**config.mk**
```make
export PLATFORM = sky130hd
export DESIGN_NAME = ohm_hash
export DESIGN_NICKNAME = d
export VERILOG_FILES = /design/src/rtl/ohm_pkg.sv /design/src/rtl/ohm_hash.sv
export SDC_FILE = /design/constraint.sdc
export NUM_CORES = 1
export LEC_CHECK = 0
export BUFFER_PORTS_ARGS = -buffer_cell sky130_fd_sc_hd__buf_2
export CORE_UTILIZATION = 40
export CTS_BUF_LIST = sky130_fd_sc_hd__clkbuf_8
export DETAILED_ROUTE_END_ITERATION = 10
export SETUP_SLACK_MARGIN = 0.4
export SYNTH_ARGS = -nofsm -noshare
export SYNTH_HDL_FRONTEND = slang
export SYNTH_SLANG_ARGS = --single-unit
```
**constraint.sdc**
```tcl
create_clock -name i_clk -period 10.45 [get_ports i_clk]
set_input_delay 3.135 -clock i_clk [delete_from_list [all_inputs] [get_ports i_clk]]
set_output_delay 3.135 -clock i_clk [all_outputs]
set_load 0.02 [all_outputs]
```
**src/rtl/ohm_pkg.sv**
```systemverilog
// ----------------------------------------------------------------------------
// ohm_pkg
// Types and constants of the open addressing hash map.
// ----------------------------------------------------------------------------
package ohm_pkg;
    localparam logic [63:0] HASH_BASIS = 64'hcbf29ce484222325;
    localparam logic [63:0] HASH_PRIME = 64'h00000100000001b3;
    localparam int unsigned CNT_W = 10;
    localparam logic [CNT_W-1:0] MAX_ENTRIES_RST = 10'd717;

    typedef logic [1:0] t_cmd;
    localparam t_cmd CMD_LOOKUP = 2'd0;
    localparam t_cmd CMD_INSERT = 2'd1;
    localparam t_cmd CMD_RANK   = 2'd2;

    typedef logic [2:0] t_status;
    localparam t_status ST_HIT   = 3'd0;
    localparam t_status ST_MISS  = 3'd1;
    localparam t_status ST_NEW   = 3'd2;
    localparam t_status ST_OVER  = 3'd3;
    localparam t_status ST_FULL  = 3'd4;
    localparam t_status ST_RANGE = 3'd5;

    typedef struct packed {
        logic start;
        logic busy;
        logic done;
    } t_hash_ctl;
endpackage

```
**src/rtl/ohm_hash.sv**
```systemverilog
// ----------------------------------------------------------------------------
// ohm_hash
// FNV-1a over three 64-bit words, one word at a time; each 64x64 multiply is three
// 32x32 partial products, formed in turn after the word is XORed in.
// ----------------------------------------------------------------------------
module ohm_hash (
    input  logic        i_clk,
    input  logic        i_rst_n,
    input  logic        i_start,
    input  logic [63:0] i_key_a,
    input  logic [63:0] i_key_b,
    input  logic [63:0] i_key_c,
    output logic        o_done,
    output logic [63:0] o_hash
);
    import ohm_pkg::*;

    logic        r_busy, n_busy;
    logic [1:0]  r_word, n_word;
    logic [1:0]  r_part, n_part;
    logic [63:0] r_x, n_x;
    logic [63:0] r_acc, n_acc;
    logic [63:0] r_h, n_h;
    logic        r_done, n_done;
    logic [31:0] w_ma, w_mb;
    logic [63:0] w_prod;
    logic [63:0] w_word;

    always_comb begin
        case (r_word)
            2'd0:    w_word = i_key_a;
            2'd1:    w_word = i_key_b;
            default: w_word = i_key_c;
        endcase
    end

    // partials: lo*lo, lo*hi, hi*lo (hi*hi drops out mod 2^64)
    always_comb begin
        case (r_part)
            2'd0:    begin w_ma = r_x[31:0];  w_mb = HASH_PRIME[31:0];  end
            2'd1:    begin w_ma = r_x[31:0];  w_mb = HASH_PRIME[63:32]; end
            default: begin w_ma = r_x[63:32]; w_mb = HASH_PRIME[31:0];  end
        endcase
    end
    assign w_prod = 64'(w_ma) * 64'(w_mb);

    always_comb begin
        n_busy = r_busy;
        n_word = r_word;
        n_part = r_part;
        n_x    = r_x;
        n_acc  = r_acc;
        n_h    = r_h;
        n_done = 1'b0;
        if (!r_busy) begin
            if (i_start) begin
                n_busy = 1'b1;
                n_word = 2'd0;
                n_part = 2'd3;
                n_h    = HASH_BASIS;
            end
        end else begin
            case (r_part)
                2'd3: begin
                    n_x    = r_h ^ w_word;
                    n_acc  = '0;
                    n_part = 2'd0;
                end
                2'd0: begin
                    n_acc  = w_prod;
                    n_part = 2'd1;
                end
                2'd1: begin
                    n_acc  = r_acc + {w_prod[31:0], 32'd0};
                    n_part = 2'd2;
                end
                default: begin
                    n_h    = r_acc + {w_prod[31:0], 32'd0};
                    n_part = 2'd3;
                    if (r_word == 2'd2) begin
                        n_busy = 1'b0;
                        n_done = 1'b1;
                    end else begin
                        n_word = r_word + 2'd1;
                    end
                end
            endcase
        end
    end

    always_ff @(posedge i_clk) begin
        if (!i_rst_n) begin
            r_busy <= 1'b0;
            r_done <= 1'b0;
        end else begin
            r_busy <= n_busy;
            r_done <= n_done;
        end
        r_word <= n_word;
        r_part <= n_part;
        r_x    <= n_x;
        r_acc  <= n_acc;
        r_h    <= n_h;
    end

    assign o_done = r_done;
    assign o_hash = r_h;
endmodule

```
Word-level counts from Yosys, hierarchy flattened:

Cells that the tools add are included.

* flip-flop bits (word level): 198
* input bits: 195
* logic and storage cells: 49

* $add $sub $neg: 2
* multiply operators: 1
* eq/ne operators: 6
* muxes and demuxes: 19
* bitwise gates (word level): 3
* reduce and logical (&&, ||, !) cells: 11

Operators by type and width (number)
* $mux W64: 3
* $pmux W64 S3: 1
* $pmux W64 S2: 1
* $add A64 B64 Y64: 1
* $mul A32 B32 Y64: 1
* $xor A64 B64 Y64: 1
* $mux W32: 1
* $mux W2: 6
* $mux W8: 1
* $pmux W2 S3: 1
* $reduce_and A2 Y1: 3
* $mux W1: 5
* $reduce_or A5 Y1: 1
* $eq A2 B1 Y1 const B: 2
* $eq A2 B2 Y1 const B: 2
* $logic_not A2 Y1: 2
* $ne A2 B2 Y1 const B: 2
* $reduce_and A3 Y1: 1
* $reduce_bool A3 Y1: 1
* $reduce_or A3 Y1: 1
* $add A2 B1 Y2 const B: 1
* $not A1 Y1: 2
* $reduce_bool A2 Y1: 1
* $reduce_or A2 Y1: 1

Depth between registers and ports, before layout:

Gate-level depths: netlist of run 1.

* depth in word-level cells: 7
* mapped depth: 34

Least setup slack after synthesis of run 1:

No wires, ideal clock.

* kind: reg2reg
* from: register r_part[0]
* to: register r_acc[62], data pin
* setup time: 0.255 ns
* data arrival time: 7.635 ns
* required time: 10.195 ns
* setup slack: 2.560 ns
* stages on the path, launching flop included: 33
* buffers on the path: 2
* clock period less this slack: 7.890 ns
* path through: edfxtp_1 > ha_1 > clkbuf_1 > nor2_1 > clkbuf_1 > mux2_2 > and2_1 > ha_1 > fa_1 > inv_1 > fa_1 > fa_1 > inv_1 > ha_1 > and2_1 > a221oi_1 > a21o_1 > a21oi_1 > o21ai_0 > a21boi_0 > o21a_1 > nor3_1 > nor2_1 > ha_1 > nand3_1 > nor3b_1 > a2111oi_0 > o21bai_1 > o21bai_1 > a31o_1 > o41ai_2 > xnor2_1 > and2_1

* cells in the longest elaborated chain, start to end: 6
* elaborated cells between the ends (all ways): 9
* those cells by class: add/sub (1); mul (1); eq/ne (2); mux (3); reduce/logical (2)

RTL lines
* from (decl): RTL line ohm_hash.sv:20 `logic [1:0] r_part, n_part;`
* from (signal assigned): RTL line ohm_hash.sv:100 `r_part <= n_part;`
* $eq A2 B1 Y1 or $logic_not A2 Y1 (tied branches): RTL line ohm_hash.sv:39, ohm_hash.sv:63
* $reduce_or A2 Y1 (no line)
* $mux W32: RTL line ohm_hash.sv:39 `case (r_part)`
* $mul A32 B32 Y64: RTL line ohm_hash.sv:45 `assign w_prod = 64'(w_ma) * 64'(w_mb);`
* $add A64 B64 Y64: RTL line ohm_hash.sv:74 `n_acc = r_acc + {w_prod[31:0], 32'd0};`
* $pmux W64 S3 *: RTL line ohm_hash.sv:63 `case (r_part)`
* to (signal assigned): RTL line ohm_hash.sv:102 `r_acc <= n_acc;`
* to (decl): RTL line ohm_hash.sv:22 `logic [63:0] r_acc, n_acc;`

Every way passes the cells marked *; elsewhere a longest branch is shown, timed or not.
A chain may end at the register's enable or synchronous reset.

Final worst setup path of run 1:

Same ends and word-level chain as after synthesis.

==> results.cfg, run 1 <==
[status]
status = finished, final reports clean

[yosys]
ys.flop_type = edfxtp_1
synth_commonest_cells = inv_1, edfxtp_1, ha_1
synth_fp_nets = 2116
syn_area_sq_um = 17100
synth_seq_cells = 198
ys_types = 68
netlist_top_cells_area = edfxtp_1, fa_1, ha_1
seq_area_frac_synth_pct = 34.6
synth_top_area_cell = edfxtp_1
postSynthAreaPerCell_sq_um = 10.4
synth-edff-count = 196
async_reset_ff_share_pct = 0
synthCells = 1641
yosysMostFrequentCell = inv_1
synth_top_area_share_pct = 34.4
yosysWarnings = 0

[final_layout]
drive_above_1_share_pct = 18.6
area_delta_synth_final_pct = 13.4
final_area_sq_um = 19400
layout.nets = 2354

[critical_path]
cp_max_fo = 20
end_kind = flop
path_class = reg2reg
ff2ff_setup_slack_ns = 1.85
cp-start-kind = flop
path_common_cell = ha_1
r2r_cells = 30
rr_startpoint = r_part[0]
required_ns = 10.72
cp-startpoint = r_part[0]
worstReg2RegEnd = r_acc[62]
slowest_stage = nor2_4
max_stage_delay_ns = 0.63
crit_arrival_ns = 8.87

[routing]
postRouteAntennaNets = 0
routed_via_density = 5.26
routed_wl_um = 47800
vias = 12792
drt-pass1-iter-count = 5
drc = 0
drt-initial-drc-count = 902
post_drt_wl_per_cell_um = 19.7

[timing]
rsz0062_at_grt = no
fin_skew_ns = 0.0211
worst_pin_slew_ns = 1.04
hold_slack_ns = 0.506
drv_slew = 0
hold_viol = 0
final-setup-viol-count = 0
max_freq_mhz = 116
maxSlewHeadroom_pct = 30.3
period_minus_slack_ns = 8.60
layout_setup_ws_ns = 1.85
post-route-period-util_pct = 82.3
tns_ns = 0

[global_route]
grt_overflow_total = 0
grt_max_degree = 65
grt_use_total_pct = 22.9
antenna_found_initial = 2
grt_pass1_wl_um = 75700
grt_pass1_vias = 13458

[placed_design]
placed_area_sq_um = 19000
portBuffers = 259
hpwl_um = 38800
place_congestion = 0.911
pre_cts_slack_ns = 1.92

[flow_run]
drv_cap = 0

[clock_network]
cts_tree = yes
clk_pin_slew_worst_paths_ns = 0.11
cts_repair_resize_count = 0
cts_buffers = 17
cts-root-buf = clkbuf_8
cts_hold_buf = 0
cts.path.max_buffers = 2
clk_latency_ns = 0.52
post_cts_buffers = 0
clock-sinks = 198
htreeDepth = 4

[hold_path]
timing.hold.worst.class = reg2reg
worstHoldPathCells = 1
hold_end = o_hash[26]
holdCritStartpoint = r_acc[26]

[floorplanning]
io_pins = 260
die_h_um = 209
die_w_um = 209
dieArea_sq_um = 43600
initial_utilization_pct = 40.6
coreArea_sq_um = 42100
rows = 75
## per-layer routing
layer,track usage [%],up-vias,share of wire [%]
met5,0,-,0
met1,33.3,6345,48
met3,2.63,30,4.3
met2,36.7,327,46
li1,-,6090,-
met4,4.69,0,1.1
## state kept, by name (all words and copies together), names as in the netlist
| register | flops |
|---|---|
| r_word | 2 |
| o_done | 1 |
| o_hash | 64 |
| r_x | 64 |
| r_acc | 64 |
| r_part | 2 |
| r_busy | 1 |
## critical path: cells and delay by family (launching register included)
kind | cells | cell delay, ns
buf+inv | 2 | 0.10
fa+ha+maj | 7 | 3.01
xor+xnor | 1 | 0.13
flops | 1 | 0.43
simple gates | 8 | 1.68
compound gates | 11 | 2.55
mux | 1 | 0.42
## cell usage in the layout, fill, tap and decap left out, types with 5 or more instances in the layout
cell type  count
inv_1        272
buf_2        259
edfxtp_1     196
ha_1         162
a21oi_1      126
and2_1       121
fa_1         116
xnor2_1      104
a22o_1        64
nand2_1       55
nor2_1        42
o21ai_0       41
nand2b_1      37
a21o_1        36
mux2_2        31
nand3_1       19
clkbuf_8      19
xor2_1        15
nor2b_1       14
nor3_1        13
and3_1        12
buf_4         12
o21a_1        10
a31oi_1        9
a211oi_1       7
o21bai_1       7
nand4_1        5
## how the worst max path moves through the flow
stage                 end  slack [ns]  cells after the start
2_1_floorplan   r_acc[62]        2.56                     32
6_report        r_acc[62]        1.85                     30
3_5_place_dp   o_hash[62]        1.92                     31
5_1_grt        o_hash[62]        1.27                     30
3_3_place_gp   o_hash[62]        2.07                     30
4_1_cts        o_hash[62]        1.87                     31
## area by class of cell
type	count	area [sq um]
antenna	1	2.50
clock inverter	13	140
timing repair buffer	271	1390
multi-input combinational	1119	10000
fill	3946	22700
tap	539	674
clock buffer	19	262
inverter	272	1020
sequential	198	5930
## cell families (layout without fill, tap and decap cells)
group                    count (synthesis)  after routing  share of synthesized area (%)
AND/OR/NAND/NOR                        335            335                           10.6
AO/OA/AOI/OAI                          350            350                           13.8
adder cells (fa/ha/maj)                280            280                           25.5
other                                    0              1                              0
buffers and inverters                  324            575                           7.16
XOR/XNOR                               119            119                           6.09
flip-flops                             198            198                           34.6
multiplexers                            35             35                           2.27
## stage by stage
step	util [%]	instances
2_1_floorplan	-	1641
3_5_place_dp	45.1	2399
6_report	46.1	2432
4_1_cts	46.1	2431
5_1_grt	46.1	2431
3_3_place_gp	45.1	2399
Power of run 1 is left out: the tool's default activity adds up to more than one toggle a clock period on the data nets, which glitch-free logic cannot reach.
==> inputs of run 2 (changes only) <==
==> constraint.sdc (replaced) <==
create_clock -name i_clk -period 8 [get_ports i_clk]
set_input_delay 2.4 -clock i_clk [delete_from_list [all_inputs] [get_ports i_clk]]
set_output_delay 2.4 -clock i_clk [all_outputs]
set_load 0.02 [all_outputs]
==> run 2 against run 1 <==
Utilization is 2.7 points higher. Design area increased by 5.8%. Critical path type unchanged. Sequential share of layout area is 1.7 points lower. Setup slack got worse by 1.2 ns. Sequential cell count stayed put. Count of clock-buffer cells in the layout shrank 2. Die area unchanged. Highest routed layer unchanged. Critical path depth up 3. Non-clock buffer count grew 47.
==> results.cfg, run 2 (synthesized netlist as in run 1, its figures left out) <==
[global_route]
grt_max_degree = 65
grt_pass1_wl_um = 73400
grt_overflow_total = 0
antenna_found_initial = 1
grt_pass1_vias = 13267
grt_use_total_pct = 22.3

[routing]
drt-initial-drc-count = 760
routed_wl_um = 48400
drc = 0
vias = 12974
postRouteAntennaNets = 0
post_drt_wl_per_cell_um = 19.5
drt-pass1-iter-count = 9
routed_via_density = 5.24

[timing]
post-route-period-util_pct = 92.2
final-setup-viol-count = 0
maxSlewHeadroom_pct = 40.4
drv_slew = 0
fin_skew_ns = 0.0239
worst_pin_slew_ns = 0.892
period_minus_slack_ns = 7.38
rsz0062_at_grt = yes
tns_ns = 0
max_freq_mhz = 136
hold_viol = 0
layout_setup_ws_ns = 0.620

[critical_path]
rr_startpoint = r_part[0]
max_stage_delay_ns = 0.54
r2r_cells = 33
cp_max_fo = 8
slowest_stage = fa_1
worstReg2RegEnd = o_hash[61]
path_common_cell = inv_1
cp-start-kind = flop
path_class = reg2reg
ff2ff_setup_slack_ns = 0.62
end_kind = flop
cp-startpoint = r_part[0]
crit_arrival_ns = 7.67
required_ns = 8.29

[floorplanning]
io_pins = 260
initial_utilization_pct = 40.6
coreArea_sq_um = 42100
die_w_um = 209
dieArea_sq_um = 43600
rows = 75
die_h_um = 209

[placed_design]
place_congestion = 0.917
hpwl_um = 38200
pre_cts_slack_ns = -0.0190
portBuffers = 259

[hold_path]
worstHoldPathCells = 1
holdCritStartpoint = r_acc[21]
hold_end = o_hash[21]
timing.hold.worst.class = reg2reg

[clock_network]
clk_latency_ns = 0.53
cts_tree = yes
cts.path.max_buffers = 2
cts_hold_buf = 0
cts-root-buf = clkbuf_8
clock-sinks = 198
cts_buffers = 17
htreeDepth = 4
clk_pin_slew_worst_paths_ns = 0.10

[final_layout]
area_delta_synth_final_pct = 20.0
drive_above_1_share_pct = 25.6
final_cell_mix = inv_1, buf_2, edfxtp_1, ha_1, fa_1
final_common_cell = inv_1
diodes = 0
layout.nets = 2401

[flow_run]
drv_cap = 0

[status]
status = finished, final reports clean
-- run 2: cell types whose count changed in the layout (fill, tap and decap cells not counted), moves of 6 or more --
cell,delta
buf_4,+41
xnor2_1,-9
a21oi_2,+12
and2_4,+12
a21oi_1,-13
and2_1,-15
ha_4,+25
ha_1,-30
xnor2_2,+7
o21ai_0,-10
o21ai_1,+6
-- run 2: metal layers --
| layer | wire length, um | global-route usage [%] | vias up |
|---|---|---|---|
| met5 | 0 | 0 | - |
| met4 | 830 | 5.78 | 0 |
| met3 | 2200 | 2.55 | 44 |
| met2 | 22300 | 35.2 | 352 |
| met1 | 23100 | 32.3 | 6406 |
| li1 | - | - | 6172 |
-- run 2: how the worst max path moves through the flow --
stage / slack (ns) / endpoint
floorplan: 0.44 / r_acc[62]
global placement: 0.07 / o_hash[62]
detailed placement: -0.02 / o_hash[62]
CTS: 0.40 / r_acc[62]
global route: 0.35 / o_hash[61]
finish: 0.62 / o_hash[61]
-- run 2: area by class of cell --
cell class | count | area [sq um]
Clock buffer | 17 | 234
Clock inverter | 14 | 103
Fill cell | 3891 | 21600
Inverter | 272 | 1020
Multi-Input combinational cell | 1119 | 10800
Sequential cell | 198 | 5930
Tap cell | 539 | 674
Timing Repair Buffer | 318 | 1820
-- run 2: through the flow --
stage | hold WS (ns) | util (%) | cell area [sq um] | std cells
finish | 0.507 | 48.8 | 20500 | 2477
global route | 0.531 | 48.8 | 20500 | 2477
floorplan | 0.477 | - | 17100 | 1641
global placement | 0.482 | 45.6 | 19200 | 2421
CTS | 0.514 | 46.8 | 19700 | 2456
detailed placement | 0.490 | 45.6 | 19200 | 2421
-- run 2: critical path, delay by kind of cell, from the launching register on --
| family | cells | cell delay [ns] |
|---|---|---|
| mux | 1 | 0.34 |
| simple gates | 4 | 0.76 |
| compound gates | 11 | 2.06 |
| fa+ha+maj | 7 | 2.47 |
| xor+xnor | 1 | 0.13 |
| buf+inv | 9 | 0.92 |
| flops | 1 | 0.46 |
-- run 2: timing repair --
action	in CTS	in global routing
pin swaps	10	51
setup buffers	4	19
gates cloned	0	2
resized for setup	23	128
setup endpoints to repair	22	22
Power of run 2 is left out for the same reason.
==> inputs of run 3 (changes only) <==
--- a/config.mk
+++ b/config.mk
@@ -9,6 +9,7 @@
 export CORE_UTILIZATION = 40
 export CTS_BUF_LIST = sky130_fd_sc_hd__clkbuf_8
 export DETAILED_ROUTE_END_ITERATION = 10
+export PLACE_DENSITY_LB_ADDON = 0.1
 export SETUP_SLACK_MARGIN = 0.4
 export SYNTH_ARGS = -nofsm -noshare
 export SYNTH_HDL_FRONTEND = slang
==> run 3 against run 2 <==
Count of clock-buffer cells in the layout is the same. First-iteration DRC count shrank 11%. Die area did not move. Hold slack improved by 0.010 ns. Sequential cell count is the same. Setup slack worse by 0.0081 ns. Critical endpoint is now o_hash[62].
==> results.cfg, run 3 (synthesized netlist as in run 1, its figures left out) <==
[status]
status = finished, final reports clean

[clock_network]
cts.path.max_buffers = 2
clk_latency_ns = 0.56
cts-root-buf = clkbuf_8
clk_pin_slew_worst_paths_ns = 0.11
htreeDepth = 4
clock-sinks = 198
cts_tree = yes
cts_buffers = 17
cts_hold_buf = 0

[placed_design]
portBuffers = 259
pre_cts_slack_ns = -0.0402
place_congestion = 0.884
hpwl_um = 39800

[global_route]
grt_overflow_total = 0
grt_use_total_pct = 23.3
grt_pass1_wl_um = 75700
grt_max_degree = 66
grt_pass1_vias = 13168
antenna_found_initial = 2

[critical_path]
max_stage_delay_ns = 0.54
ff2ff_setup_slack_ns = 0.61
slowest_stage = fa_1
cp_num_buf_inv = 7
path_common_cell = inv_1
end_kind = flop
r2r_cells = 31
cp_max_fo = 15
worstReg2RegEnd = o_hash[62]
cp-start-kind = flop
critical_path_depth = 31
crit_arrival_ns = 7.70
rr_startpoint = r_part[0]
path_class = reg2reg
cp-endpoint = o_hash[62]
cp-startpoint = r_part[0]
required_ns = 8.31
crit_family = adder cells

[routing]
routed_via_density = 5.18
postRouteAntennaNets = 0
drc = 0
post_drt_wl_per_cell_um = 20.0
drt-initial-drc-count = 679
routed_wl_um = 49600
vias = 12829
drt-pass1-iter-count = 5

[floorplanning]
die_h_um = 209
coreArea_sq_um = 42100
initial_utilization_pct = 40.6
rows = 75
dieArea_sq_um = 43600
io_pins = 260
die_w_um = 209

[timing]
rsz0062_at_grt = yes
max_freq_mhz = 135
worst_pin_slew_ns = 1.11
hold_viol = 0
post-route-period-util_pct = 92.3
final-setup-viol-count = 0
drv_slew = 0
maxSlewHeadroom_pct = 26.0
period_minus_slack_ns = 7.39
fin_skew_ns = 0.0291
layout_setup_ws_ns = 0.612

[hold_path]
timing.hold.worst.class = reg2reg
holdCritStartpoint = r_acc[26]

[final_layout]
final_cell_mix = inv_1, buf_2, edfxtp_1, ha_1, fa_1
drive_above_1_share_pct = 24.8
fill_cells = 3949
final_common_cell = inv_1
layout.nets = 2399
area_delta_synth_final_pct = 19.0

[flow_run]
drv_cap = 0
run 3: changes by cell type in the layout (fill, tap and decap cells not counted), sizes merged:
cell and change:
clkinvlp +2, inv -2, clkinv +1, diode +1, clkbuf -2
run 3: worst min-delay path by stage:
stage / to / slack (ns) / cells past startpoint
floorplan: o_hash[0] / 0.48 / 1
global placement: o_hash[13] / 0.48 / 1
detailed placement: o_hash[13] / 0.49 / 1
CTS: o_hash[26] / 0.52 / 1
global route: o_hash[26] / 0.54 / 1
finish: o_hash[26] / 0.52 / 1
run 3: worst register-to-register path: cells and delay by family, from the launching register on:
kind            cells  cell delay, ns
buf+inv             7            0.69
xor+xnor            2            0.33
flops               1            0.47
compound gates      8            1.71
fa+ha+maj           7            2.61
simple gates        6            0.96
mux                 1            0.38
run 3: what timing repair did:
item | in CTS | in global routing
gates resized for setup | 17 | 107
buffers inserted | 5 | 10
hold endpoints to repair | 0 | 0
setup endpoints to repair | 22 | 24
pin swaps | 3 | 29
run 3: final cells by class:
| class | instances | area (sq um) | area share, % |
|---|---|---|---|
| multi-input combinational | 1119 | 10600 | 52.0 |
| sequential | 198 | 5930 | 29.1 |
| timing repair buffer | 316 | 1770 | 8.66 |
| inverter | 272 | 1020 | 5.01 |
| tap | 539 | 674 | 3.31 |
| clock buffer | 17 | 234 | 1.15 |
| clock inverter | 15 | 156 | 0.767 |
| antenna | 1 | 2.50 | 0.0123 |
run 3: per-stage QoR:
stage	setup TNS, ns	utilization (%)	hold slack, ns	std cells	cell area, sq um
2_1_floorplan	0	-	0.477	1641	17100
6_report	0	48.4	0.517	2477	20400
4_1_cts	0	46.9	0.518	2466	19800
3_3_place_gp	0	45.7	0.484	2429	19300
5_1_grt	0	48.4	0.542	2476	20400
3_5_place_dp	-0.0768	45.7	0.489	2429	19300
run 3: metal layers:
layer  global-route usage, %  wire length, um  vias up
met2                    35.6            22100      305
li1                        -                -     6166
met3                    3.83             2540       41
met5                       0                0        -
met1                    34.0            24000     6317
met4                    6.41              948        0
Power of run 3 is left out for the same reason.
